[config.mk]
export PLATFORM = sky130hd
export DESIGN_NAME = sdm_cell
export DESIGN_NICKNAME = d
export VERILOG_FILES = /design/src/hdl/assert_macros.svh /design/src/hdl/sdm_pkg.sv /design/src/hdl/sdm_cell.sv
export SDC_FILE = /design/constraint.sdc
export NUM_CORES = 1
export LEC_CHECK = 0
export BUFFER_PORTS_ARGS = -buffer_cell sky130_fd_sc_hd__buf_2
export CORE_ASPECT_RATIO = 1.4
export CORE_MARGIN = 1
export CORE_UTILIZATION = 25
export CTS_CLUSTER_SIZE = 8
export DETAILED_ROUTE_END_ITERATION = 12
export PLACE_DENSITY = 0.49
export SETUP_SLACK_MARGIN = 0.1
export SLEW_MARGIN = 40
export SYNTH_ARGS = -nofsm -noshare
export SYNTH_HDL_FRONTEND = slang
export SYNTH_SLANG_ARGS = --single-unit
[constraint.sdc]
create_clock -name i_clk -period 3.9 [get_ports i_clk]
set_input_delay 0.39 -clock i_clk [delete_from_list [all_inputs] [get_ports i_clk]]
set_output_delay 0.39 -clock i_clk [all_outputs]
set_load 0.01 [all_outputs]
[src/hdl/assert_macros.svh]
`ifndef ASSERT_MACROS_SVH
`define ASSERT_MACROS_SVH

// same-cycle implication
`define SDM_ASSERT_NOW(label, ante, cons, msg) \
    label: assert property (@(posedge i_clk) disable iff (!i_rst_n) (ante) |-> (cons)) \
        else $error(msg);

// next-cycle implication
`define SDM_ASSERT_NEXT(label, ante, cons, msg) \
    label: assert property (@(posedge i_clk) disable iff (!i_rst_n) (ante) |=> (cons)) \
        else $error(msg);

`endif

[src/hdl/sdm_pkg.sv]
package sdm_pkg;

    localparam int MAX_DISTINCT_DEF = 256;
    localparam int SAMPLE_BITS_DEF  = 32;

    localparam int COUNT_W  = 9;
    localparam int DCOUNT_W = 9;

    localparam logic [COUNT_W-1:0]  COUNT_MAX  = 9'd511;
    localparam logic [DCOUNT_W-1:0] DCOUNT_MAX = 9'd511;
    localparam logic [31:0]         EMPTY_MODE = 32'hD8F1_0000;

    localparam logic [1:0] CMD_ADD        = 2'd0;
    localparam logic [1:0] CMD_ADD_FINISH = 2'd1;
    localparam logic [1:0] CMD_FINISH     = 2'd2;

    typedef struct packed {
        logic add;
        logic clear;
    } t_cell_ctl;

    typedef struct packed {
        logic hit;
        logic sat;
    } t_cell_stat;

endpackage

[src/hdl/sdm_cell.sv]
module sdm_cell #(
    parameter int SAMPLE_BITS = sdm_pkg::SAMPLE_BITS_DEF
) (
    input  logic                             i_clk,
    input  logic                             i_rst_n,
    input  sdm_pkg::t_cell_ctl               i_ctl,
    input  logic [SAMPLE_BITS-1:0]           i_sample,
    input  logic                             i_prev_used,
    input  logic                             i_any_hit,
    input  logic                             i_tok_valid,
    input  logic [sdm_pkg::COUNT_W-1:0]      i_tok_count,
    input  logic [SAMPLE_BITS-1:0]           i_tok_value,
    output logic                             o_used,
    output sdm_pkg::t_cell_stat              o_stat,
    output logic                             o_tok_valid,
    output logic [sdm_pkg::COUNT_W-1:0]      o_tok_count,
    output logic [SAMPLE_BITS-1:0]           o_tok_value
);

    logic                        r_used;
    logic [SAMPLE_BITS-1:0]      r_value;
    logic [sdm_pkg::COUNT_W-1:0] r_count;
    logic                        r_tok_valid;
    logic [sdm_pkg::COUNT_W-1:0] r_tok_count;
    logic [SAMPLE_BITS-1:0]      r_tok_value;

    logic w_hit;
    logic w_sat;
    logic w_claim;
    logic w_take;

    assign w_hit   = r_used && (r_value == i_sample);
    assign w_sat   = w_hit && (r_count == sdm_pkg::COUNT_MAX);
    assign w_claim = !r_used && i_prev_used && !i_any_hit;
    assign w_take  = r_used && ((r_count > i_tok_count) ||
                     ((r_count == i_tok_count) && ($signed(r_value) < $signed(i_tok_value))));

    always_ff @(posedge i_clk) begin
        if (!i_rst_n) begin
            r_used      <= 1'b0;
            r_tok_valid <= 1'b0;
        end else begin
            r_tok_valid <= i_tok_valid;
            if (i_ctl.clear) begin
                r_used <= 1'b0;
            end else if (i_ctl.add && w_claim) begin
                r_used <= 1'b1;
            end
        end
    end

    always_ff @(posedge i_clk) begin
        if (i_ctl.add && w_claim) begin
            r_value <= i_sample;
            r_count <= sdm_pkg::COUNT_W'(1);
        end else if (i_ctl.add && w_hit && !w_sat) begin
            r_count <= r_count + sdm_pkg::COUNT_W'(1);
        end
        if (i_tok_valid) begin
            r_tok_count <= w_take ? r_count : i_tok_count;
            r_tok_value <= w_take ? r_value : i_tok_value;
        end
    end

    assign o_used      = r_used;
    assign o_stat.hit  = w_hit;
    assign o_stat.sat  = w_sat;
    assign o_tok_valid = r_tok_valid;
    assign o_tok_count = r_tok_count;
    assign o_tok_value = r_tok_value;

endmodule

* Word-level counts from Yosys, hierarchy flattened
Cells that the tools add are included.
** Word-level totals
- Register bits :: 84
- Latch bits :: 0
- Memory bits (writable) :: 0
- Memory bits (read-only) :: 0
- Output and inout bits :: 45
- Logic and storage cells :: 29
- Memories :: 0
** Operators by class
- Add/subtract/negate cells :: 1
- Multiply operators :: 0
- Divide/modulo/power cells :: 0
- Order comparisons :: 2
- Equal/unequal tests :: 3
- Shifts and indexed selects :: 0
- Multiplexer cells :: 2
- Bitwise logic cells :: 1
- Reductions and logical operators :: 14
** Operators by type and width (count)
- $eq 32x32->1 :: 1
- $lt 32x32->1 :: 1
- $mux 32 :: 1
- $add 9x1->9 const B :: 1
- $eq 9x9->1 :: 1
- $eq 9x9->1 const B :: 1
- $gt 9x9->1 :: 1
- $logic_and 1x1->1 :: 9
- $mux 9 :: 1
- $logic_not 1->1 :: 3
- $reduce_or 2->1 :: 1
- $logic_or 1x1->1 :: 1
- $not 1->1 :: 1

* Longest topological paths before layout
Gate-level depths: netlist of run 1.
- Depth in word-level cells :: 5
- Depth in mapped cells :: 10
- Gate-level depth less buffers :: 9

* Least setup slack after synthesis of run 1
No wires, ideal clock.
- Path type :: input -> register
- Start :: input port i_tok_value[31]
- End :: register r_tok_count, in the netlist o_tok_count[0] (data pin)
- Data arrival time :: 2301 ps
- Data required time :: 3640 ps
- Slack :: 1338 ps
- Stages on the path :: 9
- Path buffers :: 1
- Cells stage by stage :: inv_1 > ha_1 > nand4_1 > o22ai_1 > o311ai_0 > o2111ai_1 > nor3_2 > buf_6 > mux2_4
** On the way
- Cells in the longest elaborated chain, start to end :: 5
** Ends and longest elaborated chain
- from (decl) :: line sdm_cell.sv:12 : input logic [SAMPLE_BITS-1:0] i_tok_value,
- $lt 32x32->1 :: line sdm_cell.sv:36 : ((r_count == i_tok_count) && ($signed(r_value) < $signed(i_tok_value))));
- $logic_and 1x1->1 :: line sdm_cell.sv:36
- $logic_or 1x1->1 :: line sdm_cell.sv:35 : assign w_take = r_used && ((r_count > i_tok_count) ||
- $logic_and 1x1->1 :: line sdm_cell.sv:35
- $mux 9 :: line sdm_cell.sv:60 : r_tok_count <= w_take ? r_count : i_tok_count;
- to (signal assigned) :: line sdm_cell.sv:60
- to (decl) :: line sdm_cell.sv:24 : logic [sdm_pkg::COUNT_W-1:0] r_tok_count;
No other way between the ends.
A chain may end at the register's enable or synchronous reset.

* Worst setup path in the final report of run 1
- Start :: register r_value[31]
- End :: register r_tok_value[31] (netlist: o_tok_value[31]) (data pin)
** On the way
- Cells in the longest elaborated chain, start to end :: 5
** Ends and longest elaborated chain
- from (decl) :: line sdm_cell.sv:21 : logic [SAMPLE_BITS-1:0] r_value;
- from (signal assigned) :: line sdm_cell.sv:54 : r_value <= i_sample;
- $lt 32x32->1 :: line sdm_cell.sv:36
- $logic_and 1x1->1 :: line sdm_cell.sv:36
- $logic_or 1x1->1 :: line sdm_cell.sv:35
- $logic_and 1x1->1 :: line sdm_cell.sv:35
- $mux 32 (*) :: line sdm_cell.sv:61 : r_tok_value <= w_take ? r_value : i_tok_value;
- to (signal assigned) :: line sdm_cell.sv:61
- to (decl) :: line sdm_cell.sv:25 : logic [SAMPLE_BITS-1:0] r_tok_value;
Mark *: on every way between the ends. The rest lies on a longest branch, timed or not.

==> results of run 1 <==
power groups by stage:
stage	Clock, mW	Sequential [mW]	Combinational, mW
after floorplan	0	1.08	0.107
after global placement	0	1.07	0.257
after detailed placement	0	1.07	0.259
after CTS	0.941	1.05	0.260
after global routing	0.974	1.05	0.283
final	0.908	1.05	0.253
placed cells by master, fill, tap and decap left out, types with 4 or more instances in the layout:
| cell type | n |
|---|---|
| buf_2 | 123 |
| edfxtp_1 | 73 |
| inv_1 | 44 |
| ha_1 | 42 |
| mux2_4 | 39 |
| xnor2_1 | 22 |
| a21oi_1 | 16 |
| nand2_1 | 14 |
| clkbuf_16 | 12 |
| nor2_1 | 11 |
| xor2_1 | 11 |
| dfxtp_1 | 11 |
| nand4_1 | 8 |
| o21ai_0 | 8 |
| nand3_1 | 5 |
| nand2b_1 | 4 |
| a21o_1 | 4 |
| nor3_1 | 4 |
| buf_4 | 4 |
kinds of logic (layout without fill, tap and decap cells):
logic type / count (synthesis) / after routing / share of synthesized area (%)
buffers and inverters: 52 / 187 / 4.996
and+or+nand+nor: 72 / 72 / 9.133
AOI/OAI and AO/OA: 43 / 43 / 5.725
adders and majority gates: 42 / 42 / 10.93
DFF: 84 / 84 / 50.17
muxes: 43 / 43 / 13.04
xor gates and xnor gates: 33 / 33 / 6.011
Yosys cell counts (all sizes together), types with 2 or more instances:
| master | number |
|---|---|
| or4 | 4 |
| xor2 | 11 |
| xnor2 | 22 |
| o31ai | 3 |
| mux2i | 3 |
| nor2 | 11 |
| edfxtp | 73 |
| inv | 44 |
| o21a | 3 |
| buf | 7 |
| nor4 | 2 |
| a2111oi | 3 |
| o21ai | 8 |
| dfxtp | 11 |
| mux2 | 40 |
| nand4 | 8 |
| and4 | 3 |
| nor3b | 2 |
| and2 | 2 |
| ha | 42 |
| nand3b | 2 |
| nor3 | 5 |
| nand2b | 4 |
| nand2 | 14 |
| or3 | 2 |
| nand3 | 5 |
| a21o | 4 |
| a21oi | 16 |
| and3 | 3 |
layer usage:
| layer | global-route usage (%) | routed length, um | vias up |
|---|---|---|---|
| met2 | 24.17 | 6674 | 73 |
| met5 | 0 | 0 | - |
| met3 | 1.957 | 410 | 14 |
| li1 | - | - | 1612 |
| met1 | 14.36 | 4877 | 1534 |
| met4 | 6.274 | 272 | 0 |
registers in the layout, indices dropped and copies added (netlist names):
signal       flops
o_tok_count      9
o_tok_valid      1
o_used           1
o_tok_value     32
r_count          9
r_value         32
worst min path at each step:
stage	cells past startpoint	start	end
3_5_place_dp	2	r_count[5]	r_count[5]
6_report	2	i_ctl[0]	o_used
4_1_cts	2	i_ctl[0]	o_used
3_3_place_gp	2	r_count[5]	r_count[5]
5_1_grt	2	i_ctl[0]	o_used
2_1_floorplan	1	i_ctl[0]	o_used
final cells by class:
| type | instances | share of cell area, % |
|---|---|---|
| multi-input combinational | 233 | 36.14 |
| inverter | 44 | 2.742 |
| clock buffer | 14 | 5.110 |
| tap | 244 | 5.069 |
| clock inverter | 2 | 0.1662 |
| timing repair buffer | 127 | 10.72 |
| sequential | 84 | 40.05 |
metrics by stage:
stage | power (mW) | area (um2) | std cells | setup WS [ns] | hold WS [ns]
after floorplan | 1.191 | 4808 | 369 | 1.338 | 0.4661
final | 2.209 | 6023 | 748 | 0.6816 | 0.1966
after global routing | 2.309 | 6023 | 748 | 0.4955 | 0.1915
after CTS | 2.249 | 6023 | 748 | 0.5947 | 0.1777
after global placement | 1.325 | 5703 | 732 | 0.5076 | 0.4865
after detailed placement | 1.326 | 5705 | 732 | 0.5059 | 0.5029
==> impl_metrics.ini, run 1 <==
[synth]
yosys.cell_types.count = 45
ys_warn_count = 0
async_flop_share_pct = 0
synth_area_um2 = 4808
synth-edff-count = 73
ys_seq_area_share_pct = 50.17
synth_area_leaders = edfxtp_1 46%, mux2_4 12%, ha_1 11%
synth_seq_cells = 84
synth_flop_cell = edfxtp_1
avgSynthCellArea_um2 = 13.03
synth_fp_nets = 491
synthCells = 369
yosys.area.top_type = edfxtp_1
synth_top_area_share_pct = 45.59

[timing]
worstMarginPinSlew_ns = 0.6075
fin_crit_ns = 3.218
finalHoldViolCount = 0
min_period_over_period_pct = 82.52
rsz0062_at_grt = false
fin_tns_setup_ns = 0
clock.fmax_mhz = 310.7
relSlewSlack_pct = 59.50
fin_worst_skew_ns = 0.005992
setup_viol_count_final = 0
drv_slew = 0

[worst_setup_path]
required_ns = 4.00
crit_start = r_value[31]
critPathMaxStageDelay_ns = 0.50
critPathKind = flop to flop
crit_path_start_kind = flop
end_kind = flop
slowest_stage = o311ai_0
r2r_start = r_value[31]
cp_cell_sequence = ha_1, nand4_1, o22ai_1, o311ai_0, o2111ai_1, nor3_4, buf_4, mux2_2
cpLargestDelayFamily = compound AO/OA/AOI/OAI gates
cp_num_buf_inv = 1
reg2regPathDepth = 8
crit_fanout = 25
critPathArrivalTime_ns = 3.32
path_depth = 8
r2r_slack_ns = 0.68
cp-endpoint = o_tok_value[31]
r2r_end = o_tok_value[31]

[clock_tree]
numCtsBuffers = 9
cts_tree = yes
clockBufferDepth = 2
numClockSinks = 84
hold_buffers = 0
htreeDepth = 3
cts-root-buf = clkbuf_16
post_cts_buffers = 0
clk_latency_ns = 0.35
cts_resized = 0
path_clk_slew_ns = 0.06

[placement]
io_buffers = 124
gp_congestion = 0.7876
dpl.hpwl_um = 9559

[global_routing]
grt_start_max_net_pins = 43
overflow = 0
grt_pass1_wl_um = 19040
gr-usage-all-layers_pct = 13.07
grt_pass1_vias = 3443
antenna_found_initial = 1

[outcome]
outcome = complete, no violations

[power_and_ir_drop]
p_switching_uw = 510.2
comb_power_share_pct = 11.4
p_int_mw = 1.699
power.density_nw_per_um2 = 366.7
clkPwrFrac_pct = 41.1
ir_drop_uv = 195.8
seq_power_share_pct = 47.4
swShare_pct = 23.10
p_leak_nw = 2.618

[detailed_routing]
vias = 3233
wire_per_inst_um = 16.36
totalWireLength_um = 12240
first_pass_iters = 4
routed_via_density = 4.322
drt_iter0_drc = 80
drc_errors = 0
ant_nets = 0

[die]
initial_utilization_pct = 25.75
placementRows = 59
die_h_um = 166.1
io_pins = 125
core_um2 = 18680
die_w_um = 119.2
die-area_um2 = 19800

[layout]
areaGrowthSynthToFinish_pct = 25.27
nFillCells = 1913
antenna_cells = 0
layout-drive-gt1-share_pct = 37.30
final_util_pct = 32.25
fin_nets = 621
multi_input_area_um2 = 2177
seq_area_um2 = 2412

[run]
maxCapViolCount = 0

[min_path]
hp-class = input port to flop
(Power assumes the default switching activity.)
==> inputs of run 2 (changes only) <==
- PLACE_DENSITY: 0.49 -> 0.5
- clock period: 3.9 -> 2.95 ns (I/O delays scaled with it)
==> impl_metrics.ini, run 2 (synthesis gave the netlist of run 1 again) <==
[layout]
final_cells = 775
layout-drive-gt1-share_pct = 43.50
areaGrowthSynthToFinish_pct = 33.49
layout.cells.most_common_list = 123 x buf_2, 73 x edfxtp_1, 44 x inv_1, 39 x mux2_4, 38 x ha_1
antenna_cells = 0
final_util_pct = 34.37
layout_commonest_cell = buf_2
fin_nets = 648

[timing]
fin_crit_ns = 2.864
finalHoldViolCount = 0
drv_slew = 0
clock.fmax_mhz = 349.2
relSlewSlack_pct = 58.06
fin_worst_skew_ns = 0.006551
setup_viol_count_final = 0
rsz0062_at_grt = true
min_period_over_period_pct = 97.07
worstMarginPinSlew_ns = 0.6290

[power_and_ir_drop]
power.density_nw_per_um2 = 455.8
ir_drop_uv = 217.5
p_leak_nw = 2.793

[placement]
dp_cells = 748
gp_congestion = 0.7873
dpl.hpwl_um = 9701
io_buffers = 124

[worst_setup_path]
critPathArrivalTime_ns = 2.96
r2r_slack_ns = 0.09
critPathKind = flop to flop
slowest_stage = or4_4
required_ns = 3.05
crit_path_start_kind = flop
crit_start = r_value[13]
crit_fanout = 7
r2r_end = o_tok_value[9]
cp_cell_sequence = ha_4, and4_4, nand2_2, or4_4, a311oi_4, nor3_4, buf_6, clkbuf_16, mux2_4
end_kind = flop
r2r_start = r_value[13]
reg2regPathDepth = 9
critPathMaxStageDelay_ns = 0.52

[die]
die_h_um = 166.1
initial_utilization_pct = 25.75
die_w_um = 119.2
die-area_um2 = 19800
core_um2 = 18680
io_pins = 125
placementRows = 59

[min_path]
holdPathEnd = o_used
holdPathStages = 2
hp-class = input port to flop
hp-start = i_ctl[0]

[global_routing]
overflow = 0
grt_start_max_net_pins = 43
gr-usage-all-layers_pct = 13.32
antenna_found_initial = 0
grt_pass1_wl_um = 19430
grt_pass1_vias = 3600

[clock_tree]
numClockSinks = 84
cts-root-buf = clkbuf_16
path_clk_slew_ns = 0.07
clockBufferDepth = 2
cts_tree = yes
numCtsBuffers = 9
htreeDepth = 3
clk_latency_ns = 0.35

[detailed_routing]
drt_iter0_drc = 59
totalWireLength_um = 13400
vias = 3358
routed_via_density = 4.333
ant_nets = 0
wire_per_inst_um = 17.29
first_pass_iters = 4
drc_errors = 0

[run]
maxCapViolCount = 0

[outcome]
outcome = complete, no violations
-- run 2: per-stage QoR --
step                      hold WS (ns)  total power, mW  cell area, um2  setup WS, ns  TNS, ns
final                          0.09939            2.926            6419       0.08644        0
after global placement          0.4578            1.759            5848       -0.3046   -8.945
after detailed placement        0.4628            1.762            5851       -0.3344   -9.770
after CTS                      0.08399            2.971            6262       0.07751        0
after floorplan                 0.3711            1.574            4808        0.3916        0
after global routing            0.1002            3.047            6419      0.004350        0
-- run 2: area by class of cell --
type	instances	area (um2)
fill	1880	12260
sequential	84	2412
multi-input combinational	233	2292
timing repair buffer	154	935.9
tap	244	305.3
clock buffer	13	292.8
inverter	44	165.2
clock inverter	3	15.01
-- run 2: how the worst max path moves through the flow --
stage,endpoint,depth (start not counted),slack [ns]
CTS,o_tok_value[31],9,0.08
finish,o_tok_value[9],9,0.09
global placement,o_tok_value[31],8,-0.30
global route,o_tok_value[9],9,0.004
detailed placement,o_tok_value[31],8,-0.33
floorplan,o_tok_count[0],8,0.39
-- run 2: timing repair --
action	CTS	global route
gates resized for setup	11	10
buffers inserted	1	7
cloned	1	2
endpoints found under the setup margin	42	29
pin swaps	2	11
hold buffers	0	0
-- run 2: power by group --
group	switching, mW	internal [mW]	total (mW)
Combinational	0.184	0.180	0.364
Clock	0.484	0.693	1.18
Sequential	0.0257	1.36	1.38
Total	0.693	2.23	2.93
-- run 2: per-layer routing --
metal | wire (um) | up-vias | global-route usage (%)
met2 | 7258 | 76 | 24.62
met1 | 5465 | 1602 | 14.63
met4 | 253 | 0 | 6.384
met3 | 419 | 12 | 2.026
li1 | - | 1668 | -
met5 | 0 | - | 0
-- run 2: worst max-delay path: cells and delay by family, from the launching register on --
family	cells	cell delay, ns
compound gates	1	0.34
buf+inv	2	0.31
simple gates	4	0.91
fa+ha+maj	1	0.31
mux	1	0.30
flops	1	0.43
==> inputs of run 3 (changes only) <==
- GPL_TIMING_DRIVEN: default -> 0
==> impl_metrics.ini, run 3 (synthesis gave the netlist of run 1 again) <==
[min_path]
hp-class = input port to flop

[global_routing]
gr-usage-all-layers_pct = 12.89
grt_pass1_wl_um = 19060
antenna_found_initial = 0
grt_pass1_vias = 3504
overflow = 0
grt_start_max_net_pins = 43

[die]
placementRows = 59
die-area_um2 = 19800
core_um2 = 18680
initial_utilization_pct = 25.75
die_h_um = 166.1
die_w_um = 119.2
io_pins = 125

[power_and_ir_drop]
total_power_mw = 3.030
p_leak_nw = 2.731
ir_drop_uv = 260.6
power.density_nw_per_um2 = 481.5

[worst_setup_path]
reg2regPathDepth = 10
crit_start = r_value[11]
crit_fanout = 10
crit_path_start_kind = flop
cp-endpoint = o_tok_value[6]
critPathArrivalTime_ns = 2.85
r2r_slack_ns = 0.19
required_ns = 3.04
end_kind = flop
r2r_start = r_value[11]
critPathKind = flop to flop
r2r_end = o_tok_value[6]

[placement]
dp_cells = 738
gp_congestion = 0.7568
post-place-ws_ns = -0.5137
io_buffers = 124
dpl.hpwl_um = 9638

[clock_tree]
clockBufferDepth = 2
numCtsBuffers = 9
cts-root-buf = clkbuf_16
htreeDepth = 3
cts_tree = yes
path_clk_slew_ns = 0.07
clk_latency_ns = 0.34
numClockSinks = 84
hold_buffers = 0

[detailed_routing]
vias = 3291
ant_nets = 0
wire_per_inst_um = 16.03
routed_via_density = 4.313
first_pass_iters = 4
drt_iter0_drc = 68
drc_errors = 0
totalWireLength_um = 12230

[layout]
fin_nets = 636
antenna_cells = 0
final_cells = 763
areaGrowthSynthToFinish_pct = 30.86
layout_commonest_cell = buf_2
layout.cells.most_common_list = 123 x buf_2, 73 x edfxtp_1, 44 x inv_1, 41 x ha_1, 39 x mux2_4
layout-drive-gt1-share_pct = 41.04
nFillCells = 1886

[timing]
fin_worst_skew_ns = 0.008159
setup_slack_ns = 0.1887
relSlewSlack_pct = 57.93
drv_slew = 0
fin_crit_ns = 2.761
clock.fmax_mhz = 362.1
min_period_over_period_pct = 93.60
setup_viol_count_final = 0
finalHoldViolCount = 0
rsz0062_at_grt = false
worstMarginPinSlew_ns = 0.6311

[outcome]
outcome = complete, no violations

[run]
maxCapViolCount = 0
run 3: worst min-delay path by stage:
stage / startpoint / cells past startpoint / endpoint
2_1_floorplan: i_ctl[0] / 1 / o_used
3_3_place_gp: i_ctl[0] / 2 / o_used
3_5_place_dp: i_ctl[0] / 2 / o_used
4_1_cts: i_ctl[0] / 2 / o_used
5_1_grt: i_ctl[0] / 2 / o_used
6_report: i_ctl[0] / 2 / o_used
run 3: final cells by class:
class / instances / area [um2] / share of cell area, %
Timing Repair Buffer: 134 / 714.4 / 11.35
Clock buffer: 16 / 356.6 / 5.667
Tap cell: 244 / 305.3 / 4.852
Inverter: 44 / 165.2 / 2.625
Multi-Input combinational cell: 233 / 2230 / 35.43
Sequential cell: 84 / 2412 / 38.34
Buffer: 8 / 108.9 / 1.730
run 3: where the power goes:
group	total, mW	internal, mW	switching (mW)
Sequential	1.38	1.36	0.0248
Combinational	0.346	0.171	0.175
Clock	1.30	0.824	0.477
run 3: layer usage:
| metal | up-vias | track usage, % | part of all wire, % |
|---|---|---|---|
| met1 | 1564 | 14.24 | 42 |
| li1 | 1640 | - | - |
| met5 | - | 0 | 0 |
| met2 | 77 | 23.94 | 53 |
| met4 | 0 | 4.623 | 1.5 |
| met3 | 10 | 2.644 | 3.7 |
run 3: critical path, cell delays in order (launching register included):
cell and delay (ns):
edfxtp_1 0.39, buf_4 0.18, ha_4 0.27, and4_4 0.22
nand2_1 0.05, or4_1 0.41, a311oi_2 0.29, nor3_4 0.08
buf_4 0.16, buf_12 0.15, mux2_4 0.31
run 3: through the flow:
stage	hold slack [ns]	instance area (um2)	utilization, %	TNS (ns)
floorplan	0.3711	4808	-	0
global placement	0.4579	5734	30.70	-22.84
detailed placement	0.4667	5761	30.84	-19.78
CTS	0.09427	6251	33.47	0
global route	0.09141	6292	33.69	0
finish	0.1100	6292	33.69	0
run 3: timing repair:
action,CTS,global route
setup endpoints to repair,43,40
gates resized for setup,16,6
setup buffers,7,2
pin swaps,5,3
